[src/rtl/hsvb_pkg.sv]
`timescale 1ns / 1ps
// ----------------------------------------------------------------------------
// HSV to RGB conversion package
// Shared widths, constants, codes and control types for the color pipeline.
// ----------------------------------------------------------------------------
package hsvb_pkg;

   localparam int HueWidth    = 9;
   localparam int SatInWidth  = 8;
   localparam int CsrWidth    = 8;
   localparam int WordWidth   = 32;
   localparam int LevelWidth  = 7;   // percent 0..100
   localparam int FracWidth   = 6;   // 0..59
   localparam int TermWidth   = 13;  // 0..6000
   localparam int ProdWidth   = 20;  // V * term, up to 600000
   localparam int NumerWidth  = 24;  // 17 * V * term
   localparam int RecipWidth  = 25;
   localparam int RecipShift  = 40;
   localparam int ChanWidth   = 8;
   localparam int NumLanes    = 4;

   localparam logic [HueWidth-1:0]   HueWrap    = 9'd360;
   localparam logic [LevelWidth-1:0] FullPct    = 7'd100;
   localparam logic [TermWidth-1:0]  FullTerm   = 13'd6000;
   localparam logic [FracWidth-1:0]  SectorDeg  = 6'd60;
   // ceil(2^40 / 40000): floor(255*P/600000) equals floor(17*P/40000).
   localparam logic [RecipWidth-1:0] Recip      = 25'd27487791;
   localparam logic [7:0]            TopByte    = 8'hFF;
   localparam logic [CsrWidth-1:0]   CsrReset   = 8'd5;

   typedef enum logic [0:0] {
      CsrBrightSetting = 1'b0,
      CsrBrightLimit   = 1'b1
   } csr_index_type;

   typedef enum logic [2:0] {
      SectorRedYellow   = 3'd0,
      SectorYellowGreen = 3'd1,
      SectorGreenCyan   = 3'd2,
      SectorCyanBlue    = 3'd3,
      SectorBlueMagenta = 3'd4,
      SectorMagentaRed  = 3'd5
   } sector_type;

   // Lane roles: full, rising, falling and floor.
   localparam int LaneFull = 0;
   localparam int LaneUp   = 1;
   localparam int LaneDown = 2;
   localparam int LaneLow  = 3;

   typedef logic [TermWidth-1:0] term_type;

   typedef struct packed {
      logic s1;
      logic s2;
      logic s3;
      logic s4;
   } stage_load_type;

endpackage

[src/rtl/hsvb_req_if.sv]
`timescale 1ns / 1ps
// ----------------------------------------------------------------------------
// Request channel
// Valid/ready channel carrying one hue and saturation beat.
// ----------------------------------------------------------------------------
interface hsvb_req_if;
   import hsvb_pkg::*;

   logic                  valid;
   logic                  ready;
   logic [HueWidth-1:0]   hue;
   logic [SatInWidth-1:0] saturation;

   modport source (output valid, output hue, output saturation, input ready);
   modport sink   (input valid, input hue, input saturation, output ready);

endinterface

[src/rtl/hsvb_rsp_if.sv]
`timescale 1ns / 1ps
// ----------------------------------------------------------------------------
// Response channel
// Valid/ready channel carrying one packed color word beat.
// ----------------------------------------------------------------------------
interface hsvb_rsp_if;
   import hsvb_pkg::*;

   logic                 valid;
   logic                 ready;
   logic [WordWidth-1:0] color_word;

   modport source (output valid, output color_word, input ready);
   modport sink   (input valid, input color_word, output ready);

endinterface

[src/rtl/hsvb_front.sv]
`timescale 1ns / 1ps
// ----------------------------------------------------------------------------
// HSV front end
// Stage 1 clamps the inputs and splits the hue into sector and fraction.
// Stage 2 forms the four saturation terms 6000 - S*G.
// ----------------------------------------------------------------------------
module hsvb_front import hsvb_pkg::*; (
   input  logic                  clock,
   input  stage_load_type        load,
   input  logic [HueWidth-1:0]   hue,
   input  logic [SatInWidth-1:0] saturation,
   input  logic [CsrWidth-1:0]   bright_setting,
   input  logic [CsrWidth-1:0]   bright_limit,
   output logic [LevelWidth-1:0] level,
   output sector_type            sector,
   output term_type              terms [NumLanes]
);

   logic [HueWidth-1:0]   hue_wrap;
   logic [HueWidth-1:0]   sector_base;
   logic [HueWidth-1:0]   frac_wide;
   sector_type            sector_in;
   logic [CsrWidth-1:0]   capped;
   logic [LevelWidth-1:0] level_in;
   logic [LevelWidth-1:0] sat_in;

   logic [LevelWidth-1:0] level_s1_ff;
   logic [LevelWidth-1:0] sat_s1_ff;
   logic [FracWidth-1:0]  frac_s1_ff;
   sector_type            sector_s1_ff;

   logic [TermWidth-1:0]  prod_up;
   logic [TermWidth-1:0]  prod_down;
   logic [TermWidth-1:0]  prod_low;
   logic [FracWidth-1:0]  frac_rev;

   logic [LevelWidth-1:0] level_s2_ff;
   sector_type            sector_s2_ff;
   term_type              terms_s2_ff [NumLanes];

   // Stage 1: clamps and sector search.
   always_comb begin
      hue_wrap = (hue >= HueWrap) ? '0 : hue;
      priority if (hue_wrap >= 9'd300) begin
         sector_in   = SectorMagentaRed;
         sector_base = 9'd300;
      end else if (hue_wrap >= 9'd240) begin
         sector_in   = SectorBlueMagenta;
         sector_base = 9'd240;
      end else if (hue_wrap >= 9'd180) begin
         sector_in   = SectorCyanBlue;
         sector_base = 9'd180;
      end else if (hue_wrap >= 9'd120) begin
         sector_in   = SectorGreenCyan;
         sector_base = 9'd120;
      end else if (hue_wrap >= 9'd60) begin
         sector_in   = SectorYellowGreen;
         sector_base = 9'd60;
      end else begin
         sector_in   = SectorRedYellow;
         sector_base = 9'd0;
      end
      frac_wide = hue_wrap - sector_base;

      // The auto flag in bit 7 of the setting plays no part here.
      capped = ({1'b0, bright_setting[LevelWidth-1:0]} > bright_limit) ?
               bright_limit : {1'b0, bright_setting[LevelWidth-1:0]};
      level_in = (capped > {1'b0, FullPct}) ? FullPct : capped[LevelWidth-1:0];
      sat_in   = (saturation > {1'b0, FullPct}) ? FullPct : saturation[LevelWidth-1:0];
   end

   always_ff @(posedge clock) begin
      if (load.s1) begin
         level_s1_ff  <= level_in;
         sat_s1_ff    <= sat_in;
         frac_s1_ff   <= frac_wide[FracWidth-1:0];
         sector_s1_ff <= sector_in;
      end
   end

   // Stage 2: saturation weights.
   always_comb begin
      frac_rev  = SectorDeg - frac_s1_ff;
      prod_up   = TermWidth'(sat_s1_ff) * TermWidth'(frac_rev);
      prod_down = TermWidth'(sat_s1_ff) * TermWidth'(frac_s1_ff);
      prod_low  = TermWidth'(sat_s1_ff) * TermWidth'(SectorDeg);
   end

   always_ff @(posedge clock) begin
      if (load.s2) begin
         level_s2_ff            <= level_s1_ff;
         sector_s2_ff           <= sector_s1_ff;
         terms_s2_ff[LaneFull]  <= FullTerm;
         terms_s2_ff[LaneUp]    <= FullTerm - prod_up;
         terms_s2_ff[LaneDown]  <= FullTerm - prod_down;
         terms_s2_ff[LaneLow]   <= FullTerm - prod_low;
      end
   end

   assign level  = level_s2_ff;
   assign sector = sector_s2_ff;
   assign terms  = terms_s2_ff;

endmodule

[src/rtl/hsvb_lane.sv]
`timescale 1ns / 1ps
// ----------------------------------------------------------------------------
// Channel scaling lane
// Stage 3 forms V * term; stage 4 divides 255 * V * term by 600000 through
// an exact reciprocal multiply.
// ----------------------------------------------------------------------------
module hsvb_lane import hsvb_pkg::*; (
   input  logic                  clock,
   input  stage_load_type        load,
   input  logic [LevelWidth-1:0] level,
   input  term_type              term,
   output logic [ChanWidth-1:0]  chan
);

   localparam int QuotWidth = NumerWidth + RecipWidth;

   logic [ProdWidth-1:0]  prod_s3_ff;
   logic [NumerWidth-1:0] numer;
   logic [QuotWidth-1:0]  quot_full;
   logic [ChanWidth-1:0]  chan_s4_ff;

   always_ff @(posedge clock) begin
      if (load.s3) begin
         prod_s3_ff <= ProdWidth'(level) * ProdWidth'(term);
      end
   end

   // 17 * P, then the reciprocal multiply; the quotient never exceeds 255.
   always_comb begin
      numer     = (NumerWidth'(prod_s3_ff) << 4) + NumerWidth'(prod_s3_ff);
      quot_full = QuotWidth'(numer) * QuotWidth'(Recip);
   end

   always_ff @(posedge clock) begin
      if (load.s4) begin
         chan_s4_ff <= quot_full[RecipShift +: ChanWidth];
      end
   end

   assign chan = chan_s4_ff;

endmodule

[src/rtl/hsv_to_rgb_with_brightness_cap_unit.sv]
`timescale 1ns / 1ps
// ----------------------------------------------------------------------------
// HSV to RGB with brightness cap
// Each accepted request beat passes through stages 1 to 4 to its response beat.
// Throughput: one beat per cycle unless rsp ready stalls; the four stages
// each hold a beat and move it on once the next has room; bubbles close up.
// Reset clears all stage valid bits and sets both brightness registers to 5.
// ----------------------------------------------------------------------------
module hsv_to_rgb_with_brightness_cap_unit import hsvb_pkg::*; (
   input  logic                clock,
   input  logic                reset,
   hsvb_req_if.sink            req_chan,
   hsvb_rsp_if.source          rsp_chan,
   input  logic                csr_write_enable,
   input  csr_index_type       csr_index,
   input  logic [CsrWidth-1:0] csr_write_data
);

   logic [CsrWidth-1:0]   bright_setting_ff;
   logic [CsrWidth-1:0]   bright_limit_ff;
   logic [3:0]            valid_ff;
   logic [3:0]            valid_in;
   stage_load_type        load;
   logic [LevelWidth-1:0] level_s2;
   sector_type            sector_s2;
   sector_type            sector_s3_ff;
   sector_type            sector_s4_ff;
   term_type              terms_s2 [NumLanes];
   logic [ChanWidth-1:0]  chans [NumLanes];
   logic [ChanWidth-1:0]  red;
   logic [ChanWidth-1:0]  green;
   logic [ChanWidth-1:0]  blue;

   always_ff @(posedge clock) begin
      if (reset) begin
         bright_setting_ff <= CsrReset;
         bright_limit_ff   <= CsrReset;
      end else if (csr_write_enable) begin
         unique case (csr_index)
            CsrBrightSetting: bright_setting_ff <= csr_write_data;
            CsrBrightLimit:   bright_limit_ff   <= csr_write_data;
            default: ;
         endcase
      end
   end

   // A stage loads when it is empty or its contents move on this cycle.
   always_comb begin
      load.s4  = !valid_ff[3] || rsp_chan.ready;
      load.s3  = !valid_ff[2] || load.s4;
      load.s2  = !valid_ff[1] || load.s3;
      load.s1  = !valid_ff[0] || load.s2;
      valid_in[0] = load.s1 ? req_chan.valid : valid_ff[0];
      valid_in[1] = load.s2 ? valid_ff[0]    : valid_ff[1];
      valid_in[2] = load.s3 ? valid_ff[1]    : valid_ff[2];
      valid_in[3] = load.s4 ? valid_ff[2]    : valid_ff[3];
   end

   always_ff @(posedge clock) begin
      if (reset) begin
         valid_ff <= '0;
      end else begin
         valid_ff <= valid_in;
      end
   end

   assign req_chan.ready = load.s1;
   assign rsp_chan.valid = valid_ff[3];

   hsvb_front u_front (
      .clock          (clock),
      .load           (load),
      .hue            (req_chan.hue),
      .saturation     (req_chan.saturation),
      .bright_setting (bright_setting_ff),
      .bright_limit   (bright_limit_ff),
      .level          (level_s2),
      .sector         (sector_s2),
      .terms          (terms_s2)
   );

   for (genvar i = 0; i < NumLanes; i++) begin : g_lane
      hsvb_lane u_lane (
         .clock (clock),
         .load  (load),
         .level (level_s2),
         .term  (terms_s2[i]),
         .chan  (chans[i])
      );
   end

   always_ff @(posedge clock) begin
      if (load.s3) begin
         sector_s3_ff <= sector_s2;
      end
      if (load.s4) begin
         sector_s4_ff <= sector_s3_ff;
      end
   end

   always_comb begin
      unique case (sector_s4_ff)
         SectorRedYellow: begin
            red = chans[LaneFull]; green = chans[LaneUp];   blue = chans[LaneLow];
         end
         SectorYellowGreen: begin
            red = chans[LaneDown]; green = chans[LaneFull]; blue = chans[LaneLow];
         end
         SectorGreenCyan: begin
            red = chans[LaneLow];  green = chans[LaneFull]; blue = chans[LaneUp];
         end
         SectorCyanBlue: begin
            red = chans[LaneLow];  green = chans[LaneDown]; blue = chans[LaneFull];
         end
         SectorBlueMagenta: begin
            red = chans[LaneUp];   green = chans[LaneLow];  blue = chans[LaneFull];
         end
         default: begin
            red = chans[LaneFull]; green = chans[LaneLow];  blue = chans[LaneDown];
         end
      endcase
   end

   assign rsp_chan.color_word = {TopByte, blue, green, red};

endmodule
[src/flat_wrapper.sv]
// flat-port wrapper written by rule: the top's interface ports become plain ports
module hsv_to_rgb_with_brightness_cap_unit_flat import hsvb_pkg::*;
  (clock, reset, csr_write_enable, csr_index, csr_write_data, req_chan_valid, req_chan_hue, req_chan_saturation, req_chan_ready, rsp_chan_valid, rsp_chan_color_word, rsp_chan_ready);
  hsvb_req_if req_chan_i ();
  hsvb_rsp_if rsp_chan_i ();
  input  logic clock;
  input  logic reset;
  input  logic csr_write_enable;
  input  csr_index_type csr_index;
  input  logic [CsrWidth-1:0] csr_write_data;
  input wire logic [$bits(req_chan_i.valid)-1:0] req_chan_valid;
  input wire logic [$bits(req_chan_i.hue)-1:0] req_chan_hue;
  input wire logic [$bits(req_chan_i.saturation)-1:0] req_chan_saturation;
  output wire logic [$bits(req_chan_i.ready)-1:0] req_chan_ready;
  output wire logic [$bits(rsp_chan_i.valid)-1:0] rsp_chan_valid;
  output wire logic [$bits(rsp_chan_i.color_word)-1:0] rsp_chan_color_word;
  input wire logic [$bits(rsp_chan_i.ready)-1:0] rsp_chan_ready;
  assign req_chan_i.valid = req_chan_valid;
  assign req_chan_i.hue = req_chan_hue;
  assign req_chan_i.saturation = req_chan_saturation;
  assign req_chan_ready = req_chan_i.ready;
  assign rsp_chan_valid = rsp_chan_i.valid;
  assign rsp_chan_color_word = rsp_chan_i.color_word;
  assign rsp_chan_i.ready = rsp_chan_ready;
  hsv_to_rgb_with_brightness_cap_unit u_core (.clock(clock), .reset(reset), .req_chan(req_chan_i), .rsp_chan(rsp_chan_i), .csr_write_enable(csr_write_enable), .csr_index(csr_index), .csr_write_data(csr_write_data));
endmodule
[config.mk]
export PLATFORM = sky130hd
export DESIGN_NAME = hsv_to_rgb_with_brightness_cap_unit_flat
export DESIGN_NICKNAME = d
export VERILOG_FILES = /design/src/rtl/hsvb_pkg.sv /design/src/rtl/hsvb_req_if.sv /design/src/rtl/hsvb_rsp_if.sv /design/src/rtl/hsvb_front.sv /design/src/rtl/hsvb_lane.sv /design/src/rtl/hsv_to_rgb_with_brightness_cap_unit.sv /design/src/flat_wrapper.sv
export SDC_FILE = /design/constraint.sdc
export NUM_CORES = 2
export LEC_CHECK = 0
export BUFFER_PORTS_ARGS = -buffer_cell sky130_fd_sc_hd__buf_2
export CAP_MARGIN = 20
export CELL_PAD_IN_SITES_DETAIL_PLACEMENT = 1
export CELL_PAD_IN_SITES_GLOBAL_PLACEMENT = 2
export CORE_MARGIN = 2
export CORE_UTILIZATION = 48
export CTS_BUF_LIST = sky130_fd_sc_hd__clkbuf_16
export CTS_CLUSTER_DIAMETER = 60
export DETAILED_ROUTE_END_ITERATION = 8
export HOLD_SLACK_MARGIN = 0.03
export PLACE_DENSITY = 0.89
export REMOVE_ABC_BUFFERS = 1
export SLEW_MARGIN = 20
export SYNTH_ARGS = -nofsm -noshare
export SYNTH_HDL_FRONTEND = slang
export SYNTH_HIERARCHICAL = 1
export SYNTH_SLANG_ARGS = --single-unit
[constraint.sdc]
create_clock -name clock -period 13.4 [get_ports clock]
set_input_delay 0.67 -clock clock [delete_from_list [all_inputs] [get_ports clock]]
set_output_delay 0.67 -clock clock [all_outputs]
set_load 0.05 [all_outputs]
==> out/summary.txt <==
Antenna viol nets, final - 0
Largest net degree at the start of global routing - 64
Area of the multi-input gates - 55000 µm²
Vias - 48169
Crit path from - u_core/g_lane[3].u_lane/prod_s3_ff[0]
Largest delay share family, worst path - adder cells
Unrepaired setup endpoints after global routing - false
Hold_ws - 0.249 ns
P&R area growth vs syn - 5.00%
Critical path destination - u_core/g_lane[3].u_lane/chan[7]
Worst skew pair latency - 0.63 ns
Post-Syn Area - 68600 µm²
Reg2reg setup slack - 3.94 ns
CTS tree - done
Root buffer cell - clkbuf_16
Filler cells - 16023
Min setup slack post-route - 3.94 ns
Crit path arrival time - 9.83 ns
Final wirelength - 191 mm
Die width - 382 µm
Initial core utilization - 48.4%
Period minus WS final - 9.46 ns
Hold Buf Count CTS - 0
Post-CTS setup buffers - 0
Number of H-tree levels - 1
CP endpoint kind - flip-flop
First-pass GRT wire length - 307 mm
Buffers and inverters on the worst path - 5
Core box area - 142000 µm²
Die height - 382 µm
Final nets - 9604
Crit Path Max Fanout - 8
Remaining Overflow, GRT - 0
Routed length per placed instance - 21.3 µm
Placer Congestion - 1.01
Final setup violation count - 0
Hold Crit Class - in -> reg
Clock skew - 0.0161 ns
Status - complete, no violations
Initial antenna violation count - 11
Finished Cell Area - 72100 µm²
Crit Path Category - reg -> reg
Slowest stage cell, crit path - xor2_1
Port Buffers - 56
TritonCTS Sinks - 206
Critical Path RT - 13.77 ns
Clk slew on worst S/H paths - 0.06 ns
Crit-path max cell delay - 0.58 ns
Deepest clock path buffer count - 3
Post-DP HPWL - 170 mm
Highest Clock Rate - 106 MHz
Worst R2R End - u_core/g_lane[3].u_lane/chan[7]
Most frequent cells in the layout - 1908 x inv_1, 1256 x ha_1, 1247 x fa_1
PostCTS Resize Cnt - 0
Max_cap viols - 0
Worst slew pin tran - 1.11 ns
Reg2Reg Depth - 31
Crit path depth - 31
Hold path start - req_chan_valid
Fraction of layout cells with a size suffix above 1 - 3.50%
Commonest non-fill, non-tap cell in the layout - inv_1
Slew HR - 25.5%
Period utilization - 70.6%
CTS buffer count - 31
R2r startpoint - u_core/g_lane[3].u_lane/prod_s3_ff[0]
Final Hold Fails - 0
Syn Inst Count - 7035
Placed cell areas - 71000 µm²
Pre-CTS setup slack - 3.93 ns
Synth warnings - 6
Std cell rows - 138
Via density - 5.36
Num ports - 65
Final slew viol count - 0
Setup TNS - 0 ns
Most used cell, CP - fa_1
Avg Inst Size Synth - 9.75 µm²
GRT Resource Usage Total - 26.8%
CP Launch Type - flip-flop
1st-iter DRT viols - 2380
Number of global-route vias before repair - 54212
DRT Pass-1 Iters - 5
Die area - 146000 µm²
# DRC - 0
Reg area - 6000 µm²
registers in the layout (all words and copies together) (netlist names):
register / cells
u_core/u_front/level_s1_ff: 7
u_core/u_front/sector_s1_ff: 3
u_core/valid_ff: 4
u_core/sector_s3_ff: 3
u_core/g_lane.u_lane/chan: 32
u_core/g_lane.u_lane/prod_s3_ff: 80
u_core/u_front/sat_s1_ff: 7
u_core/u_front/frac_s1_ff: 6
u_core/sector_s4_ff: 3
u_core/u_front/level: 7
u_core/bright_limit_ff: 8
u_core/u_front/sector: 3
u_core/u_front/terms: 36
u_core/bright_setting_ff: 7
worst reg2reg max path, delay by kind of cell (launching register included):
kind / cells / cell delay (ns)
XOR/XNOR: 2 / 0.66
AO/OA/AOI/OAI: 9 / 1.98
flip-flops: 1 / 0.56
buffers and inverters: 5 / 0.59
AND/OR/NAND/NOR: 4 / 0.82
adder cells (fa/ha/maj): 11 / 4.60
how the worst min path moves through the flow:
| stage | to | cells past startpoint |
|---|---|---|
| 2_1_floorplan | u_core/sector_s3_ff[0] | 0 |
| 3_3_place_gp | u_core/u_front/level[2] | 0 |
| 3_5_place_dp | u_core/u_front/level[1] | 0 |
| 4_1_cts | u_core/valid_ff[0] | 3 |
| 5_1_grt | u_core/valid_ff[0] | 3 |
| 6_report | u_core/valid_ff[0] | 3 |
layer usage:
metal  vias up  wire length (µm)  track usage (%)
met1     24817             88500             37.6
met2       878             90500             45.1
met5         -                69                0
met4        10              3340             4.31
li1      22266                 -                -
met3       198              8740             3.25
area by class of cell:
cell class	count	share of cell area [%]
flip-flops and latches	206	8.32
well taps	1890	3.28
inverters	1909	9.94
multi-input cells	4834	76.3
clock buffers	31	1.08
clock inverters	25	0.340
diodes	3	0.0104
repair buffers	88	0.722
stage by stage:
stage               instances  util (%)
floorplan                6949         -
global placement         8927      50.1
detailed placement       8927      50.1
CTS                      8983      50.8
global route             8984      50.8
finish                   8986      50.8
Power is not shown: default switching activity piles up to over one toggle a cycle in this logic, so the estimate is an artifact.
